## config.mk

```make
export PLATFORM = sky130hd
export DESIGN_NAME = bba_need
export DESIGN_NICKNAME = d
export VERILOG_FILES = /design/src/rtl/core/bba_pkg.sv /design/src/rtl/core/bba_need.sv
export SDC_FILE = /design/constraint.sdc
export NUM_CORES = 1
export LEC_CHECK = 0
export BUFFER_PORTS_ARGS = -buffer_cell sky130_fd_sc_hd__buf_4
export CAP_MARGIN = 10
export CORE_UTILIZATION = 35
export DETAILED_ROUTE_END_ITERATION = 10
export PLACE_DENSITY = 0.51
export REMOVE_ABC_BUFFERS = 1
export SETUP_SLACK_MARGIN = 0.2
export SYNTH_ARGS = -nofsm -noshare
export SYNTH_HDL_FRONTEND = slang
export SYNTH_SLANG_ARGS = --single-unit
```

## constraint.sdc

```tcl
create_clock -name clock -period 11.81 [get_ports clock]
set_input_delay 1.181 -clock clock [delete_from_list [all_inputs] [get_ports clock]]
set_output_delay 1.181 -clock clock [all_outputs]
set_load 0.02 [all_outputs]
```

## src/rtl/core/bba_pkg.sv

```systemverilog
// shared types and constants for the buddy block allocator
// no dependencies
`timescale 1ns / 1ps
package bba_pkg;
   localparam int PoolBytes   = 65536;
   localparam int MinBlock    = 32;
   localparam int HeaderBytes = 16;
   localparam int NumSlots    = PoolBytes / MinBlock;
   localparam int SlotBits    = $clog2(NumSlots);
   localparam int OrderBits   = 4;
   localparam int MinShift    = $clog2(MinBlock);
   localparam logic [OrderBits-1:0] TopOrder = OrderBits'(SlotBits);

   localparam logic [1:0] ST_OK  = 2'd0;
   localparam logic [1:0] ST_OOM = 2'd1;
   localparam logic [1:0] ST_BAD = 2'd2;

   localparam logic FUNC_ALLOC = 1'b0;
   localparam logic FUNC_FREE  = 1'b1;

   typedef struct packed {
      logic        func;
      logic [15:0] elem_size;
      logic [15:0] item_count;
      logic [15:0] address;
   } req_type;

   typedef struct packed {
      logic [15:0] data_address;
      logic [1:0]  status;
   } rsp_type;

   // one table slot: order, start mark, free mark
   typedef struct packed {
      logic [OrderBits-1:0] order;
      logic                 start;
      logic                 free;
   } slot_type;

   // table port between controller and memory
   typedef struct packed {
      logic                 rd_en;
      logic [SlotBits-1:0]  rd_addr;
      logic                 wr_en;
      logic [SlotBits-1:0]  wr_addr;
      slot_type             wr_data;
   } tbl_cmd_type;
endpackage

```

## src/rtl/core/bba_need.sv

```systemverilog
// request size unit: need = elem_size * item_count + header, registered
// depends on bba_pkg
`timescale 1ns / 1ps
module bba_need
   import bba_pkg::*;
(
   input  logic        clock,
   input  logic        load,
   input  logic [15:0] elem_size,
   input  logic [15:0] item_count,
   output logic [32:0] need
);
   logic [32:0] need_ff;
   logic [32:0] need_in;

   assign need_in = 33'(elem_size * item_count) + 33'(HeaderBytes);

   always_ff @(posedge clock) begin
      if (load) begin
         need_ff <= need_in;
      end
   end
   assign need = need_ff;
endmodule

```

# Word level (Yosys, flattened, before mapping)
# Index checks and enable logic that the tools add are counted.
# op_classes
add_sub_neg,1
multipliers,1
n_div,0
n_lt_le_gt_ge,0
eq_ne,0
n_shift,0
muxes,0
bitwise_logic,0
n_reduce_logical,0
# ops
op,count
$add A32 B5 Y33 const B,1
$mul A16 B16 Y32,1
# totals
register_bits,33
latchBits,0
ram_bits,0
mem_bits_ro,0
elab_cells,3
n_memories,0

# Logic depth before layout (Yosys ltp)
# logic_depth
depth_word,2
ltp_mapped,22
ltp_nobuf,20

# Worst setup path before layout
# Ideal clock, no wire load.
# synth_path
kind,input to register
start,input item_count[1]
end,"register need_ff[29], in the netlist need[29], data pin"
setup_time_ns,0.270
t_arrival_ns,6.291
setup_slack_ns,5.249
path_stages,20
cell_sequence,clkbuf_1 nand2_1 fa_1 fa_1 fa_1 inv_1 fa_1 fa_1 inv_1 fa_1 inv_1 ha_1 buf_6 o211a_1 a211oi_2 o221ai_2 a41oi_2 o21ai_2 nor3_1 a2111oi_2
# synth_between
elab_chain_cells,2
# synth_lines
element,line_no,text
start: declaration,bba_need.sv:10,"input logic [15:0] item_count,"
$mul A16 B16 Y32,bba_need.sv:16,assign need_in = 33'(elem_size * item_count) + 33'(HeaderBytes);
$add A32 B5 Y33,bba_need.sv:16,
named net need_in[29],bba_need.sv:14,logic [32:0] need_in;
end signal: assignment,bba_need.sv:20,need_ff <= need_in;
end: declaration,bba_need.sv:13,logic [32:0] need_ff;
# The timed path passes the listed nets, and every way through them passes these cells.
# A chain may end at the register's enable or synchronous reset.

# Worst setup path after layout
# layout_path
start,input elem_size[7]
end,"register need_ff[29], in the netlist need[29], data pin"
# layout_between
elab_chain_cells,2
# layout_lines
element,line_no,text
start: declaration,bba_need.sv:9,"input logic [15:0] elem_size,"
$mul A16 B16 Y32,bba_need.sv:16,
$add A32 B5 Y33,bba_need.sv:16,
named net need_in[29],bba_need.sv:14,
# The timed path passes the listed nets, and every way through them passes these cells.

==> run metrics <==
status complete, no violations; die height 170.9 µm; Yosys Warn Count 0; endpoints failing hold 0; worst-margin pin slew 0.6737 ns; final net count 1,458; Residual DRC 0; sequential area share after synthesis 0.09927; placed cells 1,482; Ports 67; gpl congestion 0.8047; Post-synth top flop edfxtp_1; setup TNS 0 ns; final worst path period share 0.5632; Starting Density 0.3573; Synth area leaders fa_1 39%, ha_1 15%, edfxtp_1 9.9%, inv_1 9.4%, and2_1 8.0%; global-route wire length before repair 38.75 mm; drt initial violations 304; CP peak stage delay 0.54 ns; Finished Layout Cells 1,491; dpl hpwl 19.09 mm; CP dominant cell by count fa_1; crit path cell chain buf_4, and2_1, fa_1, inv_1, fa_1, fa_1, fa_1, inv_1, fa_1, inv_1, fa_1, inv_1, ha_1, a211o_2, a211oi_2, o221ai_2, a41oi_2, o21ai_2, nor3_1, a2111oi_2; Final setup viols 0; largest net degree at the start of global routing 34; final WL 22.84 mm; M3 GR Usage 0.01666; post-CTS setup buffer count 0; drt wl/cell 15.32 µm; TritonCTS clock tree yes; vias 7,112; # hold bufs at CTS 0; TritonCTS buffer count 5; Mapped Area 0.009982 mm²; number of synthesized register bits 33; total grt overflow 0; area leader, netlist fa_1; fraction of layout cells with a size suffix above 1 0.08004; Max stage delay cell, worst path fa_1; asr flop ratio synth 0; most numerous cell in the Yosys netlist inv_1; I/O Buffers 66; startpoint types primary input; minimum clock period 6.652 ns; Sink Count 33; Critical Path Fanout Max 16; Max Freq 0.1503 GHz; post-layout util 0.3910; initial antenna violation count 0; RSZ-0062 raised after global routing false; Worst Setup End Kind flop; Hold Path Class primary input to flop; GRT Total Usage 0.1691; CTS HTree Levels 2; fin area 0.01092 mm²; Max-slew headroom 0.5461; Worst-path clk slew 0.05 ns; CTS max path bufs 2; Synth top cells by count 250 x inv_1, 196 x fa_1, 146 x nand2_1, 128 x and2_1, 117 x ha_1; max FFs per register 33; GR met2 Demand/Resource 0.3162; Netlist cell types 52; routed vias/inst 4.770; Top Usage Layer GRT met2; Req. time, crit path 11.82 ns; Slew Viols, Final 0; max cap viols 0; number of global-route vias before repair 7,622; top-area cell type share of the netlist area 0.3931; post-cts resize count 0; Syn Inst Count 1,076; CP Class primary input to flop; CTS root buf clkbuf_16; M1 GR Usage 0.2150; EDFF count, synth 33; Final ANT Viol Nets 0; die area 0.02920 mm²; post-synthesis area per instance 9.277 µm²; area grow syn2layout 9.426%; Die W 170.9 µm; post-place instance area 0.01078 mm²; total core area 0.02793 mm²; site row count 61; drt pass-1 iters 6; Crit path arrival time 6.66 ns
worst max-delay path: cells and delay by family:
family / cells / cell delay [ns]
AO/OA/AOI/OAI: 6 / 1.33
adder cells (fa/ha/maj): 7 / 3.36
buffers and inverters: 5 / 0.37
AND/OR/NAND/NOR: 2 / 0.42
logic make-up after synthesis:
kind of cell             after synthesis  synth area share
buffers and inverters                288            0.1109
AO/OA/AOI/OAI                         89           0.06317
adder cells (fa/ha/maj)              313            0.5397
multiplexers                           1          0.001003
AND/OR/NAND/NOR                      325            0.1622
flip-flops                            33           0.09927
XOR/XNOR                              27           0.02369
stage by stage:
| stage | setup slack [ns] | hold WS [ns] |
|---|---|---|
| 4_1_cts | 5.155 | 1.343 |
| 3_5_place_dp | 4.869 | 1.610 |
| 5_1_grt | 4.836 | 1.384 |
| 2_1_floorplan | 5.462 | 1.294 |
| 3_3_place_gp | 4.906 | 1.610 |
| 6_report | 5.158 | 1.349 |
layout by cell type, fill, tap and decap left out, drive strengths merged, types with 5 or more instances in the layout:
cell type	count
fa	196
nand4	6
edfxtp	33
a211oi	6
a21o	14
xnor2	13
nor2	20
buf	66
xor2	14
inv	250
nand3	5
nand2	146
o21ai	13
and2	129
clkbuf	6
ha	117
a21oi	26
nor3	6
worst paths after layout:
path	from	endpoint	slack, ns	cells after the start
max	elem_size[7]	need[29]	5.16	20
min	item_count[0]	need[0]	1.35	2
metal layers:
layer / share of wire / vias to the layer above
met1: 0.43 / 3671
met4: 0.0083 / 0
li1: - / 3327
met5: 0 / -
met3: 0.025 / 17
met2: 0.53 / 97
layout make-up:
cell class,instances,area [µm²]
Antenna cell,1,2.502
Clock buffer,6,128.9
Clock inverter,2,10.01
Fill cell,2963,17010
Inverter,250,938.4
Multi-Input combinational cell,755,7884
Sequential cell,33,991.0
Tap cell,378,473.0
Timing Repair Buffer,66,495.5
Power is left out: the tool's default activity adds up to more than one toggle a clock period on the data nets, which glitch-free logic cannot reach.
