--- src/rtl/core/bba_pkg.sv ---
// shared types and constants for the buddy block allocator
// no dependencies
`timescale 1ns / 1ps
package bba_pkg;
   localparam int PoolBytes   = 65536;
   localparam int MinBlock    = 32;
   localparam int HeaderBytes = 16;
   localparam int NumSlots    = PoolBytes / MinBlock;
   localparam int SlotBits    = $clog2(NumSlots);
   localparam int OrderBits   = 4;
   localparam int MinShift    = $clog2(MinBlock);
   localparam logic [OrderBits-1:0] TopOrder = OrderBits'(SlotBits);

   localparam logic [1:0] ST_OK  = 2'd0;
   localparam logic [1:0] ST_OOM = 2'd1;
   localparam logic [1:0] ST_BAD = 2'd2;

   localparam logic FUNC_ALLOC = 1'b0;
   localparam logic FUNC_FREE  = 1'b1;

   typedef struct packed {
      logic        func;
      logic [15:0] elem_size;
      logic [15:0] item_count;
      logic [15:0] address;
   } req_type;

   typedef struct packed {
      logic [15:0] data_address;
      logic [1:0]  status;
   } rsp_type;

   // one table slot: order, start mark, free mark
   typedef struct packed {
      logic [OrderBits-1:0] order;
      logic                 start;
      logic                 free;
   } slot_type;

   // table port between controller and memory
   typedef struct packed {
      logic                 rd_en;
      logic [SlotBits-1:0]  rd_addr;
      logic                 wr_en;
      logic [SlotBits-1:0]  wr_addr;
      slot_type             wr_data;
   } tbl_cmd_type;
endpackage

--- src/rtl/core/bba_ctrl.sv ---
// sequencer: clearing pass, merge sweeps, best-fit search, split, free
// depends on bba_pkg
`timescale 1ns / 1ps
module bba_ctrl
   import bba_pkg::*;
(
   input  logic        clock,
   input  logic        reset,
   input  logic        start,
   input  req_type     req,
   input  logic [32:0] need,
   output logic        need_load,
   output tbl_cmd_type cmd,
   input  slot_type    rd_data,
   output logic        busy,
   output logic        rsp_strobe,
   output rsp_type     rsp
);
   typedef enum logic [13:0] {
      S_CLEAR  = 14'b00000000000001,
      S_IDLE   = 14'b00000000000010,
      S_CHECK  = 14'b00000000000100,
      S_SW_RD  = 14'b00000000001000,
      S_SW_I   = 14'b00000000010000,
      S_SW_J   = 14'b00000000100000,
      S_FB_RD  = 14'b00000001000000,
      S_FB_CHK = 14'b00000010000000,
      S_SP_RD  = 14'b00000100000000,
      S_SP_CHK = 14'b00001000000000,
      S_FR_RD  = 14'b00010000000000,
      S_FR_CHK = 14'b00100000000000,
      S_DONE   = 14'b01000000000000,
      S_SP_UP  = 14'b10000000000000
   } state_type;

   // what to do after a sweep ends
   typedef enum logic [1:0] {
      AFT_FIND  = 2'd0,
      AFT_LOOP  = 2'd1,
      AFT_FIND2 = 2'd2
   } after_type;

   localparam int CntBits = SlotBits + 1;

   state_type            state_ff, state_in;
   logic [CntBits-1:0]   idx_ff, idx_in;
   logic [CntBits-1:0]   jdx_ff, jdx_in;
   slot_type             cur_ff, cur_in;
   logic                 merged_ff, merged_in;
   after_type            after_ff, after_in;
   logic                 best_ok_ff, best_ok_in;
   logic [SlotBits-1:0]  best_ff, best_in;
   logic [OrderBits-1:0] best_ord_ff, best_ord_in;
   logic                 func_ff;
   logic [15:0]          addr_ff;
   rsp_type              rsp_ff, rsp_in;
   logic                 strobe_ff, strobe_in;

   logic [CntBits-1:0]   span;
   logic [47:0]          blk_bytes;
   logic [16:0]          off;

   assign span      = CntBits'(1) << cur_ff.order;
   assign blk_bytes = 48'(MinBlock) << rd_data.order;
   assign off       = 17'(addr_ff) - 17'(HeaderBytes);

   always_ff @(posedge clock) begin
      if (reset) begin
         state_ff   <= S_CLEAR;
         idx_ff     <= '0;
         strobe_ff  <= 1'b0;
      end else begin
         state_ff   <= state_in;
         idx_ff     <= idx_in;
         strobe_ff  <= strobe_in;
      end
      jdx_ff      <= jdx_in;
      cur_ff      <= cur_in;
      merged_ff   <= merged_in;
      after_ff    <= after_in;
      best_ok_ff  <= best_ok_in;
      best_ff     <= best_in;
      best_ord_ff <= best_ord_in;
      rsp_ff      <= rsp_in;
      if (state_ff == S_IDLE && start) begin
         func_ff <= req.func;
         addr_ff <= req.address;
      end
   end

   always_comb begin
      state_in    = state_ff;
      idx_in      = idx_ff;
      jdx_in      = jdx_ff;
      cur_in      = cur_ff;
      merged_in   = merged_ff;
      after_in    = after_ff;
      best_ok_in  = best_ok_ff;
      best_in     = best_ff;
      best_ord_in = best_ord_ff;
      rsp_in      = rsp_ff;
      strobe_in   = 1'b0;
      need_load   = 1'b0;
      cmd         = '0;
      case (state_ff)
         S_CLEAR: begin
            cmd.wr_en         = 1'b1;
            cmd.wr_addr       = idx_ff[SlotBits-1:0];
            cmd.wr_data.free  = 1'b1;
            cmd.wr_data.start = (idx_ff == '0);
            cmd.wr_data.order = (idx_ff == '0) ? TopOrder : '0;
            idx_in = idx_ff + 1'b1;
            if (idx_ff[SlotBits-1:0] == '1) begin
               state_in = S_IDLE;
            end
         end
         S_IDLE: begin
            if (start) begin
               need_load  = 1'b1;
               state_in   = S_CHECK;
            end
         end
         S_CHECK: begin
            idx_in    = '0;
            merged_in = 1'b0;
            rsp_in    = '0;
            if (func_ff == FUNC_ALLOC) begin
               if (need > 33'(PoolBytes)) begin
                  rsp_in.status = ST_OOM;
                  state_in = S_DONE;
               end else begin
                  after_in = AFT_FIND;
                  state_in = S_SW_RD;
               end
            end else begin
               if (addr_ff < 16'(HeaderBytes) || off[MinShift-1:0] != '0 ||
                   off >= 17'(PoolBytes)) begin
                  rsp_in.status = ST_BAD;
                  state_in = S_DONE;
               end else begin
                  cmd.rd_en   = 1'b1;
                  cmd.rd_addr = SlotBits'(off >> MinShift);
                  state_in    = S_FR_RD;
               end
            end
         end
         S_FR_RD: state_in = S_FR_CHK;
         S_FR_CHK: begin
            if (!rd_data.start) begin
               rsp_in.status = ST_BAD;
               state_in = S_DONE;
            end else begin
               cmd.wr_en        = 1'b1;
               cmd.wr_addr      = SlotBits'(off >> MinShift);
               cmd.wr_data      = rd_data;
               cmd.wr_data.free = 1'b1;
               after_in = AFT_LOOP;
               state_in = S_SW_RD;
            end
         end
         // sweep: read slot idx, then its buddy
         S_SW_RD: begin
            if (idx_ff >= CntBits'(NumSlots)) begin
               if (after_ff == AFT_LOOP && merged_ff) begin
                  idx_in = '0; merged_in = 1'b0;
               end else if (after_ff == AFT_LOOP) begin
                  if (func_ff == FUNC_FREE) begin
                     state_in = S_DONE;
                  end else begin
                     idx_in = '0; best_ok_in = 1'b0; after_in = AFT_FIND2;
                     state_in = S_FB_RD;
                  end
               end else begin
                  idx_in = '0; best_ok_in = 1'b0;
                  state_in = S_FB_RD;
               end
            end else begin
               cmd.rd_en   = 1'b1;
               cmd.rd_addr = idx_ff[SlotBits-1:0];
               state_in    = S_SW_I;
            end
         end
         S_SW_I: begin
            cur_in = rd_data;
            if (!rd_data.start) begin
               idx_in = idx_ff + 1'b1;
               state_in = S_SW_RD;
            end else begin
               jdx_in = idx_ff + (CntBits'(1) << rd_data.order);
               if ((idx_ff & (CntBits'(1) << rd_data.order)) != '0 || !rd_data.free ||
                   idx_ff + (CntBits'(1) << rd_data.order) >= CntBits'(NumSlots)) begin
                  idx_in = idx_ff + (CntBits'(1) << rd_data.order);
                  state_in = S_SW_RD;
               end else begin
                  cmd.rd_en   = 1'b1;
                  cmd.rd_addr = SlotBits'(idx_ff + (CntBits'(1) << rd_data.order));
                  state_in    = S_SW_J;
               end
            end
         end
         S_SW_J: begin
            state_in = S_SW_RD;
            if (rd_data.start && rd_data.free && rd_data.order == cur_ff.order) begin
               // merge: clear buddy now, upper order written in S_SP_UP style below
               cmd.wr_en   = 1'b1;
               cmd.wr_addr = jdx_ff[SlotBits-1:0];
               cmd.wr_data = '{order: '0, start: 1'b0, free: 1'b1};
               cur_in.order = cur_ff.order + 1'b1;
               merged_in = 1'b1;
               state_in  = S_SP_UP;
            end else begin
               idx_in = jdx_ff;
            end
         end
         S_SP_UP: begin
            // write merged head, then skip both halves
            cmd.wr_en   = 1'b1;
            cmd.wr_addr = idx_ff[SlotBits-1:0];
            cmd.wr_data = cur_ff;
            idx_in      = idx_ff + (span << 0);
            state_in    = S_SW_RD;
         end
         // best-fit search
         S_FB_RD: begin
            if (idx_ff >= CntBits'(NumSlots)) begin
               if (best_ok_ff) begin
                  cmd.rd_en = 1'b1; cmd.rd_addr = best_ff;
                  state_in = S_SP_RD;
               end else if (after_ff == AFT_FIND) begin
                  idx_in = '0; merged_in = 1'b0; after_in = AFT_LOOP;
                  state_in = S_SW_RD;
               end else begin
                  rsp_in.status = ST_OOM;
                  state_in = S_DONE;
               end
            end else begin
               cmd.rd_en = 1'b1; cmd.rd_addr = idx_ff[SlotBits-1:0];
               state_in = S_FB_CHK;
            end
         end
         S_FB_CHK: begin
            state_in = S_FB_RD;
            if (!rd_data.start) begin
               idx_in = idx_ff + 1'b1;
            end else begin
               if (rd_data.free && blk_bytes >= 48'(need) &&
                   (!best_ok_ff || rd_data.order < best_ord_ff)) begin
                  best_ok_in = 1'b1; best_in = idx_ff[SlotBits-1:0];
                  best_ord_in = rd_data.order;
               end
               idx_in = idx_ff + (CntBits'(1) << rd_data.order);
            end
         end
         S_SP_RD: begin
            cur_in = '0; cur_in.order = best_ord_ff;
            state_in = S_SP_CHK;
         end
         // split one level a cycle, keeping the upper half
         S_SP_CHK: begin
            if (cur_ff.order != '0 &&
                {need, 1'b0} < 34'(48'(MinBlock) << cur_ff.order)) begin
               cmd.wr_en   = 1'b1;
               cmd.wr_addr = best_ff;
               cmd.wr_data = '{order: cur_ff.order - 1'b1, start: 1'b1, free: 1'b1};
               best_in = best_ff + SlotBits'(CntBits'(1) << (cur_ff.order - 1'b1));
               cur_in.order = cur_ff.order - 1'b1;
            end else begin
               cmd.wr_en   = 1'b1;
               cmd.wr_addr = best_ff;
               cmd.wr_data = '{order: cur_ff.order, start: 1'b1, free: 1'b0};
               rsp_in.status = ST_OK;
               rsp_in.data_address = 16'(({16'd0, best_ff} << MinShift) + HeaderBytes);
               state_in = S_DONE;
            end
         end
         S_DONE: begin
            strobe_in = 1'b1;
            state_in  = S_IDLE;
         end
         default: state_in = S_IDLE;
      endcase
   end

   assign busy       = (state_ff != S_IDLE);
   assign rsp_strobe = strobe_ff;
   assign rsp        = rsp_ff;
endmodule

--- config.mk ---
export PLATFORM = sky130hd
export DESIGN_NAME = bba_ctrl
export DESIGN_NICKNAME = d
export VERILOG_FILES = /design/src/rtl/core/bba_pkg.sv /design/src/rtl/core/bba_ctrl.sv
export SDC_FILE = /design/constraint.sdc
export NUM_CORES = 1
export LEC_CHECK = 0
export ABC_AREA = 1
export BUFFER_PORTS_ARGS = -buffer_cell sky130_fd_sc_hd__buf_2
export CAP_MARGIN = 20
export CELL_PAD_IN_SITES_DETAIL_PLACEMENT = 2
export CELL_PAD_IN_SITES_GLOBAL_PLACEMENT = 2
export CORE_AREA = 10 10 170 172
export CTS_BUF_LIST = sky130_fd_sc_hd__clkbuf_4
export CTS_CLUSTER_SIZE = 20
export DETAILED_ROUTE_END_ITERATION = 8
export DIE_AREA = 0 0 180 182
export PLACE_DENSITY = 0.84
export SLEW_MARGIN = 40
export SYNTH_ARGS = -nofsm -noshare
export SYNTH_HDL_FRONTEND = slang
export SYNTH_SLANG_ARGS = --single-unit
--- constraint.sdc ---
create_clock -name clock -period 5.4 [get_ports clock]
set_input_delay 0.81 -clock clock [delete_from_list [all_inputs] [get_ports clock]]
set_output_delay 0.81 -clock clock [all_outputs]
set_load 0.005 [all_outputs]
# Yosys cells after proc, flatten, opt, wreduce, memory -nomap -nowiden
# Cells that the tools add are included.
# word_totals
ff_bits	99
input_bits	91
out_inout_bits	51
word_cells	209
# op_classes
n_addsub	8
magnitude_cmp	8
eq_ne	43
shift	5
muxes	89
n_bitwise	1
n_reduce_logical	39
# ops
cell	count
12-bit two-way mux	18
14-bit case mux with 13 select lines	1
14-bit two-way mux	9
12-bit case mux with 8 select lines	1
18-bit case mux with 5 select lines	1
13-bit two-way mux	6
18-bit two-way mux	3
48-bit by 33-bit >= comparator with 1-bit output	1
12-bit case mux with 4 select lines	1
6-bit by 4-bit << shifter with 48-bit output (first input constant)	1
2-bit inequality test (second input constant)	21
34-bit less-than comparator	1
6-bit by 4-bit << shifter with 34-bit output (first input constant)	1
33-bit by 17-bit > comparator with 1-bit output (second input constant)	1
11-bit two-way mux	3
2-bit two-way mux	16
16-bit case mux with 2 select lines	1
12-bit adder	2
12-bit >= comparator (second input constant)	2
1-bit by 4-bit << shifter with 12-bit output (first input constant)	2
11-bit case mux with 2 select lines	1
4-bit nonzero test	5
6-bit two-way mux	3
17-bit >= comparator (second input constant)	1
other kinds (53)	91

# Depth between registers and ports, before layout
# logic_depth
ltp_word	8
ltp_mapped	23

# Least setup slack after synthesis
# No wires, ideal clock.
# synth_timing
path_kind	input-to-output
start	in rd_data[3] (netlist name)
end	out cmd[18] (netlist name)
arrival_time_ns	2.754
slack_ns	1.836
path_stages	11
path_buffers	2
path_cell_list	buf_4 > nor4_1 > ha_1 > nand2_1 > inv_1 > a21boi_1 > nand4_1 > nand2_2 > nand4_4 > buf_2 > o21ai_0
# synth_rtl
item	line_no	text
from (decl)	bba_ctrl.sv:14	input slot_type rd_data,
to (decl)	bba_ctrl.sv:13	output tbl_cmd_type cmd,

==> reports/results.tsv <==
metric	value	unit
outcome	complete, no violations	
wire_per_inst	23.8	µm
min_from	req[1]	
setup_viol	0	
hold_ws	473	ps
synth_edf_count	68	
synth_seq_cells	95	
post_cts_buffers	0	
crit_path_cell_trace	inv_1, ha_1, inv_1, nor3_1, inv_1, ha_1, nand3_1, a41oi_1, nor2_1, o21ai_0, nand2_1, nand3_1, nand2_1, inv_1, nor2_1, o21ai_0, buf_2	
path_class	reg2out	
place_area	9630	µm²
grt_pass1_vias	10400	
hp-class	in2reg	
synthTopCellsByCount	nand2_1 (227), inv_1 (195), nor2_1 (177)	
ios	142	
die-area	32800	µm²
drt_iter0_drc	698	
slowest_stage	nor3_1	
postSynthAreaPerCell	6.95	µm²
vias	9515	
layout_min_cycle_time	5110	ps
totalWireLength	40500	µm
multi_input_area	5280	µm²
htreeDepth	3	
synthCells	1263	
clk_pin_slew	160	ps
hold_viol	0	
clock_latency	510	ps
portBuffers	105	
arrival	4300	ps
yosys-top-cells-area	edfxtp_1 (23%), ha_1 (10%), nand2_1 (9.7%)	
final_nets	1523	
avgViaCountPerCell	5.60	
cts_buffers	9	
power_density	265	nW/µm²
cp-startpoint	cur_ff[3]$_DFFE_PP_	
yosys_most_used_dff	edfxtp_1	
antenna_found_initial	1	
grt_pass1_wl	61400	µm
peakVddDrop	0.117	mV
rsz0062_at_grt	no	
drive_gt1_share	13.6	%
ff_latch_area	2580	µm²
worstMarginPinSlew	808	ps
tritoncts	done	
synthArstFlopShare	0	%
ys_warn_count	0	
dr.pass1.iters	6	
postCtsHoldBufs	0	
synth-seq-area-share	29.4	%
grt_overflow	0	
slew_headroom	45.7	%
final.period_utilization	94.7	%
place_congestion	0.920	
synth.top_cell.area_share	23.3	%
fill_cells	3174	
synthMostInstantiatedCell	nand2_1	
yosysUniqueCellTypes	62	
critPathMostFrequentCell	inv_1	
die_w	180	µm
setup-tns-final	0	ps
required	4590	ps
row_count	59	
crit_path_start_kind	flip-flop	
p_leak	4.70	nW
initial_core_util	34.2	%
netlist_area	8770	µm²
slowest_delay	500	ps
root_buffer	clkbuf_4	
syn2layout_area_growth	11.2	%
fin_area	9760	µm²
end_kind	output pin	
design.core.area	25600	µm²
maxSlewViolCount	0	
grt_max_degree	38	
fmax	196	MHz
max_cap_viol_count	0	
synth_top_area_cell	edfxtp_1	
r2r-start	cur_ff[4]$_DFFE_PP_	
cts.sinks	95	
grt_use_total	23.9	%
die_height	182	µm
hpwlAfterDp	33300	µm
cts_buffer_depth	2	
drc_errors	0	
fin_skew	25.8	ps
path_max_fanout	7	
ant_nets	0	
power.total	2.59	mW
==> sequential cells by signal (all words and copies together), names as in the netlist <==
name	flops
idx_ff	12
state_ff	14
rsp	14
merged_ff	1
best_ff	11
addr_ff	16
after_ff	2
cur_ff	6
func_ff	1
best_ok_ff	1
rsp_strobe	1
best_ord_ff	4
jdx_ff	12
==> critical path, delay by kind of cell, from the launching register on <==
kind | cells | cell delay [ps]
compound gates | 3 | 800
fa+ha+maj | 2 | 510
buf+inv | 5 | 820
flops | 1 | 480
simple gates | 7 | 1210
==> per-layer routing <==
layer  global-route usage (%)  vias to the layer above  wire length (µm)
li1                         -                     4405                 -
met4                     7.64                        0              1260
met2                     42.3                      339             19700
met3                     4.25                       65              2790
met5                        0                        -                 0
met1                     28.5                     4706             16700
==> placed cells by master (no fill, tap or decap), types with 6 or more instances in the layout <==
cell type,count
o22ai_1,17
o21ai_0,63
nand2_2,7
inv_1,194
nand4_1,18
dfxtp_1,27
nand2_1,227
buf_2,105
edfxtp_1,68
or2_2,9
inv_2,8
nand3b_1,6
nor2_1,177
buf_4,8
clkbuf_4,11
ha_1,71
xor2_1,22
nor2_2,8
o211ai_1,8
nor4_1,13
nor3_1,45
a21oi_1,60
xnor2_1,11
nand3_1,91
==> report_power, final <==
part / internal (mW) / leakage (nW) / switching, mW
sequential: 0.873 / 0.846 / 0.107
clock: 0.111 / 0.0688 / 0.286
combinational: 0.365 / 3.79 / 0.845
total: 1.35 / 4.70 / 1.24
==> cell families (layout without fill, tap and decap cells) <==
group	count (synthesis)	after routing	synth area share, %
and+or+nand+nor	628	628	32.7
buffers and inverters	236	334	10.6
AOI/OAI and AO/OA	197	197	13.3
DFF	95	95	29.4
adders and majority gates	73	73	10.6
xor gates and xnor gates	33	33	3.29
other	1	5	0.0427
==> worst paths after layout <==
| check | end | slack [ps] | cells after the start |
|---|---|---|---|
| max | cmd[2] | 290 | 17 |
| min | addr_ff[1]$_DFFE_PP_ | 470 | 1 |
| max reg2reg | best_ff[10]$_DFFE_PP_ | 1220 | 18 |
| min reg2reg | rsp_strobe$_SDFF_PP0_ | 540 | 2 |
==> through the flow <==
step / util [%] / setup WS (ps) / instances
4_1_cts: 38.1 / 269 / 1699
3_5_place_dp: 37.6 / 654 / 1683
3_3_place_gp: 37.6 / 734 / 1683
5_1_grt: 38.1 / 63.6 / 1700
6_report: 38.1 / 289 / 1700
2_1_floorplan: - / 1840 / 1266
==> area by class of cell <==
class / instances / share of cell area (%)
clock buffers: 11 / 0.846
diodes: 1 / 0.0256
multi-input cells: 935 / 54.1
repair buffers: 113 / 6.00
clock inverters: 5 / 0.410
well taps: 335 / 4.30
flip-flops and latches: 95 / 26.5
inverters: 205 / 7.89
==> what timing repair did <==
action                     CTS  global route
hold endpoints to repair     0             0
setup endpoints to repair    0             1
resized for setup            0             1
Note: power is estimated with default switching activity, not from simulation.
